## config.mk

```make
export PLATFORM = sky130hd
export DESIGN_NAME = cpu_alu_8_16_with_flags
export DESIGN_NICKNAME = d
export VERILOG_FILES = /design/src/alu816_pkg.sv /design/src/alu816_exec.sv /design/src/cpu_alu_8_16_with_flags.sv
export SDC_FILE = /design/constraint.sdc
export NUM_CORES = 1
export LEC_CHECK = 0
export BUFFER_PORTS_ARGS = -buffer_cell sky130_fd_sc_hd__buf_2
export CORE_MARGIN = 4
export CORE_UTILIZATION = 55
export CTS_BUF_LIST = sky130_fd_sc_hd__clkbuf_16
export CTS_CLUSTER_SIZE = 25
export DETAILED_ROUTE_END_ITERATION = 10
export PLACE_DENSITY = 0.75
export SYNTH_ARGS = -nofsm -noshare
export SYNTH_HDL_FRONTEND = slang
export SYNTH_SLANG_ARGS = --single-unit
```

## constraint.sdc

```tcl
create_clock -name i_clk -period 5.5 [get_ports i_clk]
set_clock_uncertainty 0.05 [all_clocks]
set_input_delay 0.275 -clock i_clk [delete_from_list [all_inputs] [get_ports i_clk]]
set_output_delay 0.275 -clock i_clk [all_outputs]
set_load 0.05 [all_outputs]
```

## src/alu816_pkg.sv

```systemverilog
// ----------------------------------------------------------------------------
// alu816_pkg
// types and constants shared by the 8/16-bit alu with flags
// ----------------------------------------------------------------------------
package alu816_pkg;

    // operation codes
    typedef enum logic [3:0] {
        FN_ADD     = 4'd0,
        FN_SUB     = 4'd1,
        FN_CMP     = 4'd2,
        FN_AND     = 4'd3,
        FN_OR      = 4'd4,
        FN_XOR     = 4'd5,
        FN_INC     = 4'd6,
        FN_DEC     = 4'd7,
        FN_SHL     = 4'd8,
        FN_ROL     = 4'd9,
        FN_SHR     = 4'd10,
        FN_ROR     = 4'd11,
        FN_TRB     = 4'd12,
        FN_TSB     = 4'd13,
        FN_BIT     = 4'd14,
        FN_BIT_IMM = 4'd15
    } t_func;

    localparam int unsigned DATA_W = 16;
    localparam int unsigned EXT_W  = DATA_W + 1;

    // width masks, sign bits and carry position, one bit above the data
    localparam logic [EXT_W-1:0] MASK_16 = 17'h0FFFF;
    localparam logic [EXT_W-1:0] MASK_8  = 17'h000FF;
    localparam logic [EXT_W-1:0] SIGN_16 = 17'h08000;
    localparam logic [EXT_W-1:0] SIGN_8  = 17'h00080;
    localparam logic [EXT_W-1:0] TOP_16  = 17'h10000;
    localparam logic [EXT_W-1:0] TOP_8   = 17'h00100;

    typedef struct packed {
        t_func             func;
        logic              narrow;
        logic [DATA_W-1:0] operand_a;
        logic [DATA_W-1:0] operand_b;
        logic [DATA_W-1:0] accumulator;
    } t_req;

    typedef struct packed {
        logic [DATA_W-1:0] result;
        logic              result_valid;
        logic              carry_out;
        logic              overflow_out;
        logic              negative_out;
        logic              zero_out;
    } t_rsp;

    typedef struct packed {
        logic c;
        logic v;
        logic n;
        logic z;
    } t_flags;

endpackage

```

## src/alu816_exec.sv

```systemverilog
// ----------------------------------------------------------------------------
// alu816_exec
// one-pass datapath: result and next flags from a request and current flags
// ----------------------------------------------------------------------------
module alu816_exec (
    input  alu816_pkg::t_req   i_req,
    input  alu816_pkg::t_flags i_flags,
    output alu816_pkg::t_rsp   o_rsp,
    output alu816_pkg::t_flags o_flags
);
    import alu816_pkg::*;

    logic [EXT_W-1:0] mask;
    logic [EXT_W-1:0] sign;
    logic [EXT_W-1:0] top;
    logic [EXT_W-1:0] a;
    logic [EXT_W-1:0] b;
    logic [EXT_W-1:0] acc;
    logic [EXT_W-1:0] bb;
    logic [EXT_W-1:0] cin_top;
    logic [EXT_W-1:0] sh_in;
    logic [EXT_W-1:0] r;
    logic [EXT_W-1:0] r_m;
    logic             znc;
    logic             valid;
    logic             test_z;
    t_flags           nf;

    always_comb begin
        mask    = i_req.narrow ? MASK_8 : MASK_16;
        sign    = i_req.narrow ? SIGN_8 : SIGN_16;
        top     = i_req.narrow ? TOP_8  : TOP_16;
        a       = {1'b0, i_req.operand_a} & mask;
        b       = {1'b0, i_req.operand_b} & mask;
        acc     = {1'b0, i_req.accumulator} & mask;
        cin_top = i_flags.c ? top : '0;
        test_z  = ((acc & a) == '0);
        bb      = (i_req.func == FN_ADD) ? b : (b ^ mask);
        sh_in   = a | (((i_req.func == FN_ROR) && i_flags.c) ? top : '0);
        r       = '0;
        znc     = 1'b1;
        valid   = 1'b1;
        nf      = i_flags;

        unique case (i_req.func)
            FN_ADD, FN_SUB: begin
                r    = a + bb + {{(EXT_W-1){1'b0}}, i_flags.c};
                nf.v = |(~(a ^ bb) & (a ^ r) & sign);
            end
            FN_CMP: r = a + bb + {{(EXT_W-1){1'b0}}, 1'b1};
            FN_AND: r = (a & b) | cin_top;
            FN_OR:  r = (a | b) | cin_top;
            FN_XOR: r = (a ^ b) | cin_top;
            FN_INC: r = ((a + {{(EXT_W-1){1'b0}}, 1'b1}) & mask) | cin_top;
            FN_DEC: r = ((a - {{(EXT_W-1){1'b0}}, 1'b1}) & mask) | cin_top;
            FN_SHL: r = a << 1;
            FN_ROL: r = (a << 1) | {{(EXT_W-1){1'b0}}, i_flags.c};
            FN_SHR, FN_ROR: r = (sh_in >> 1) | (a[0] ? top : '0);
            FN_TRB: begin
                r    = ~acc & mask & a;
                nf.z = test_z;
                znc  = 1'b0;
            end
            FN_TSB: begin
                r    = acc | a;
                nf.z = test_z;
                znc  = 1'b0;
            end
            FN_BIT: begin
                nf.n  = |(a & sign);
                nf.v  = |(a & (sign >> 1));
                nf.z  = test_z;
                valid = 1'b0;
                znc   = 1'b0;
            end
            FN_BIT_IMM: begin
                nf.z  = test_z;
                valid = 1'b0;
                znc   = 1'b0;
            end
        endcase

        r_m = r & mask;
        if (znc) begin
            // carry is the bit just above the active width
            nf.c = i_req.narrow ? r[8] : r[DATA_W];
            nf.z = (r_m == '0);
            nf.n = |(r_m & sign);
        end

        o_rsp.result       = valid ? r_m[DATA_W-1:0] : '0;
        o_rsp.result_valid = valid;
        o_rsp.carry_out    = nf.c;
        o_rsp.overflow_out = nf.v;
        o_rsp.negative_out = nf.n;
        o_rsp.zero_out     = nf.z;
        o_flags            = nf;
    end

endmodule

```

## src/cpu_alu_8_16_with_flags.sv

```systemverilog
// ----------------------------------------------------------------------------
// cpu_alu_8_16_with_flags
// 8/16-bit alu with carry, overflow, negative and zero flags
// ----------------------------------------------------------------------------
//  channel   | direction | handshake                  | payload
//  ----------+-----------+----------------------------+--------------------
//  request   | in        | i_req_valid / o_req_ready  | i_req (t_req)
//  response  | out       | o_rsp_valid / i_rsp_ready  | o_rsp (t_rsp)
//
//  one item per cycle sustained while i_rsp_ready is high; an item passes
//  the input register, then the result register that drives o_rsp_valid
//  the flag register feeds the datapath and is written as an item moves
//  into the result register, so a following item sees the new flags
//  synchronous active-low reset clears the valid bits and all flags
//  a stalled response holds the result register; the input register
//  still takes one more item, then ready drops until the response drains
// ----------------------------------------------------------------------------
module cpu_alu_8_16_with_flags (
    input  logic              i_clk,
    input  logic              i_rst_n,
    input  logic              i_req_valid,
    output logic              o_req_ready,
    input  alu816_pkg::t_req  i_req,
    output logic              o_rsp_valid,
    input  logic              i_rsp_ready,
    output alu816_pkg::t_rsp  o_rsp
);
    import alu816_pkg::*;

    // input register
    logic   r_in_valid;
    t_req   r_in;
    // result register
    logic   r_out_valid;
    t_rsp   r_out;
    // architectural flags
    t_flags r_flags;

    t_rsp   n_rsp;
    t_flags n_flags;
    logic   advance;
    logic   accept;

    alu816_exec u_exec (
        .i_req   (r_in),
        .i_flags (r_flags),
        .o_rsp   (n_rsp),
        .o_flags (n_flags)
    );

    // input item moves on when the result register is free or draining
    assign advance     = r_in_valid && (!r_out_valid || i_rsp_ready);
    assign o_req_ready = !r_in_valid || advance;
    assign accept      = i_req_valid && o_req_ready;

    always_ff @(posedge i_clk) begin
        if (!i_rst_n) begin
            r_in_valid <= 1'b0;
        end else if (accept) begin
            r_in_valid <= 1'b1;
        end else if (advance) begin
            r_in_valid <= 1'b0;
        end
    end

    always_ff @(posedge i_clk) begin
        if (accept) begin
            r_in <= i_req;
        end
    end

    always_ff @(posedge i_clk) begin
        if (!i_rst_n) begin
            r_out_valid <= 1'b0;
            r_flags     <= '0;
        end else begin
            if (advance) begin
                r_out_valid <= 1'b1;
                r_flags     <= n_flags;
            end else if (i_rsp_ready) begin
                r_out_valid <= 1'b0;
            end
        end
    end

    always_ff @(posedge i_clk) begin
        if (advance) begin
            r_out <= n_rsp;
        end
    end

    assign o_rsp_valid = r_out_valid;
    assign o_rsp       = r_out;

endmodule
```

==> flow_metrics.env <==
export IMPL_dpl_cell_count=1006
export IMPL_cp_required_ns=5.60
export IMPL_wl_per_cell_um=20.39
export IMPL_finalNetCount=959
export IMPL_setup_viol_count_final=0
export IMPL_worstHoldStart="i_req[16]"
export IMPL_ir_drop_uv=182.6
export IMPL_yosysWarnings=0
export IMPL_synth_area_leaders="edfxtp_1 30%, ha_1 9.6%, mux2i_1 4.4%"
export IMPL_path_cells="or3_2 -> nor2_4 -> xnor2_1 -> ha_1 -> inv_1 -> fa_1 -> nand3b_4 -> nand3b_1 -> or4b_1 -> o31ai_1 -> a21oi_1 -> a2111oi_1 -> nand4b_1 -> a2111oi_2 -> o2111ai_1 -> o41ai_2"
export IMPL_finalHoldViolCount=0
export IMPL_yosys_area_share_adder_pct=9.851
export IMPL_dieWidth_um=123.3
export IMPL_cpPeakStageDelay_ns=0.64
export IMPL_drive_gt1_share_pct=18.00
export IMPL_endpoint_kind="flip-flop"
export IMPL_yosysTopAreaCellShare_pct=30.37
export IMPL_reg2reg_from="r_in[51]"
export IMPL_final_common_cell="buf_2"
export IMPL_coreArea_um2=12820
export IMPL_yosysTopAreaCell="edfxtp_1"
export IMPL_finalWirelength_um=20840
export IMPL_initial_core_util_pct=57.04
export IMPL_finalWeightedCongestion=0.9402
export IMPL_num_vias=6560
export IMPL_async_reset_ff_share_pct=0
export IMPL_muxShareOfSynthArea_pct=4.686
export IMPL_fin_crit_sh_pct=94.21
export IMPL_grt_use_met1_pct=40.35
export IMPL_area_growth_pct=10.23
export IMPL_final_cell_mix="79 x buf_2, 74 x edfxtp_1, 61 x nor2_1"
export IMPL_overflow=0
export IMPL_clk_latency_ns=0.34
export IMPL_die_h_um=123.3
export IMPL_crit_arrival_ns=5.28
export IMPL_grt_first_pass_wirelength_um=33110
export IMPL_grt_use_met3_pct=5.901
export IMPL_use_met2_pct=43.73
export IMPL_critPathLaunch="r_in[51]"
export IMPL_route_detailed_drc=0
export IMPL_dieArea_um2=15210
export IMPL_synth_xor_area_share_pct=7.936
export IMPL_critical_path_slowest_cell="or4b_1"
export IMPL_ys_ff_latch=79
export IMPL_crit_path_start_kind="flip-flop"
export IMPL_maxSlewViolCount=0
export IMPL_grt_pass1_vias=6150
export IMPL_ys_flop_type="edfxtp_1"
export IMPL_relSlewSlack_pct=25.41
export IMPL_top_usage_layer="met2"
export IMPL_synthSimpleGateAreaFrac_pct=19.58
export IMPL_powerDensity_nw_per_um2=237.8
export IMPL_diodes=0
export IMPL_cts_hold_fix_buffers=0
export IMPL_synth_top_family_by_area="compound AO/OA/AOI/OAI gates"
export IMPL_yosysSeqAreaShare_pct=31.74
export IMPL_instances_no_fill=1022
export IMPL_ant_nets=0
export IMPL_postCtsSetupBuffers=0
export IMPL_synth_area_per_cell_um2=9.179
export IMPL_vias_per_cell=6.419
export IMPL_timing_hold_ws_ns=0.05638
export IMPL_synth_edff_count=74
export IMPL_post_cts_resized=0
export IMPL_multiInputGateArea_um2=4582
export IMPL_drv_cap=0
export IMPL_fill_cells=1119
export IMPL_synth_compound_area_share_pct=20.18
export IMPL_regArea_um2=2322
export IMPL_grt_max_degree=64
export IMPL_clockBufferDepth=2
export IMPL_status="finished, final reports clean"
export IMPL_clockRootBuffer="clkbuf_16"
export IMPL_numCtsBuffers=9
export IMPL_cts_tree="done"
export IMPL_synth_distinct_cells=98
export IMPL_p_leak_uw=0.003288
export IMPL_worst_pin_slew_ns=1.119
export IMPL_post_route_util_pct=62.88
export IMPL_rows=41
export IMPL_clock_sinks=79
export IMPL_synth_nets=911
export IMPL_grt_usage_pct=28.50
export IMPL_syn_area_um2=7316
export IMPL_hpwl_um=15490
export IMPL_io_pins=80
export IMPL_antenna_found_initial=0
export IMPL_drt_iter0_markers=935
export IMPL_crit_fanout=8
export IMPL_htreeDepth=3
export IMPL_setup_tns_ns=0
export IMPL_min_period_ns=5.182
export IMPL_timing_fmax_mhz=193.0
export IMPL_hold_class="in -> reg"
export IMPL_dr_pass1_iters=7
export IMPL_synthCells=797
export IMPL_rsz0062_at_grt="no"
export IMPL_clk_pin_slew_ns=0.06
export IMPL_port_buffers=79
export IMPL_crit_type="reg -> reg"
[metal layers]
metal	up-vias	share of wire (%)	wire length [um]
li1	3072	-	-
met1	3079	43	8897
met2	368	45	9335
met3	41	11	2232
met4	0	1.8	378
met5	-	0	0
[registers in the layout (all words and copies together), names as in the netlist]
name         flops
r_in            53
r_flags          3
o_rsp_valid      1
r_in_valid       1
o_rsp           21
[synth_stat cells, types with 4 or more instances]
| master | instances |
|---|---|
| a22oi_1 | 8 |
| nand4_1 | 12 |
| nor3_1 | 17 |
| clkbuf_1 | 37 |
| clkbuf_8 | 5 |
| o21ai_0 | 38 |
| nor2b_1 | 19 |
| nand4b_1 | 5 |
| inv_1 | 45 |
| a221oi_1 | 8 |
| a31oi_1 | 10 |
| mux2i_1 | 32 |
| o2111ai_1 | 5 |
| xnor2_1 | 31 |
| o22ai_1 | 12 |
| a21o_1 | 8 |
| nand2_1 | 50 |
| xor2_1 | 17 |
| nand3_1 | 21 |
| and2_1 | 8 |
| buf_1 | 8 |
| o31ai_1 | 8 |
| edfxtp_1 | 74 |
| o21a_1 | 4 |
| dfxtp_1 | 5 |
| and3_1 | 8 |
| o21bai_1 | 5 |
| o221ai_1 | 6 |
| nor2_1 | 62 |
| nor3b_1 | 5 |
| nor4_1 | 7 |
| or2_2 | 4 |
| o211ai_1 | 4 |
| a21oi_1 | 51 |
| a222oi_1 | 5 |
| nand2b_1 | 6 |
| ha_1 | 56 |
[critical path, delay by kind of cell (launching register included)]
| family | cells | cell delay, ns |
|---|---|---|
| compound gates | 6 | 1.71 |
| fa+ha+maj | 2 | 0.64 |
| simple gates | 6 | 2.00 |
| xor+xnor | 1 | 0.16 |
| buf+inv | 1 | 0.06 |
| flops | 1 | 0.38 |
[through the flow]
step	cell area [um2]	worst slack, ns	total power [uW]
floorplan	7320	0.02529	1197
global placement	7770	0.2890	1320
detailed placement	7770	0.08205	1334
CTS	8053	0.02498	1916
global route	8064	0.02002	2012
finish	8064	0.3183	1917
[cell families (layout without fill, tap and decap cells)]
logic type      Yosys count  count (layout)
flops                    79              79
fa+ha+maj                57              57
compound gates          214             214
mux                      34              34
simple gates            258             258
buf+inv                 100             153
xor+xnor                 55              55
[path summary, 6_finish.rpt]
path	to	slack, ns	depth (start not counted)
setup / recovery	o_rsp[0]	0.32	16
setup reg to reg	o_rsp[0]	0.32	16
hold reg to reg	o_rsp_valid	0.47	1
hold / removal	r_in[16]	0.06	1
[power breakdown]
group / switching, uW / internal (uW) / total [uW]
Combinational: 376 / 226 / 602
Sequential: 35.7 / 702 / 738
Clock: 233 / 344 / 577
Total: 645 / 1270 / 1920
[layout make-up]
cell class                      instances  share of cell area [%]
Timing Repair Buffer                   92                   6.113
Clock inverter                          7                  0.7137
Tap cell                              172                   2.669
Sequential cell                        79                   28.80
Inverter                               45                   2.095
Clock buffer                            9                   2.793
Multi-Input combinational cell        618                   56.82
Power figures use the tool's default switching activity.
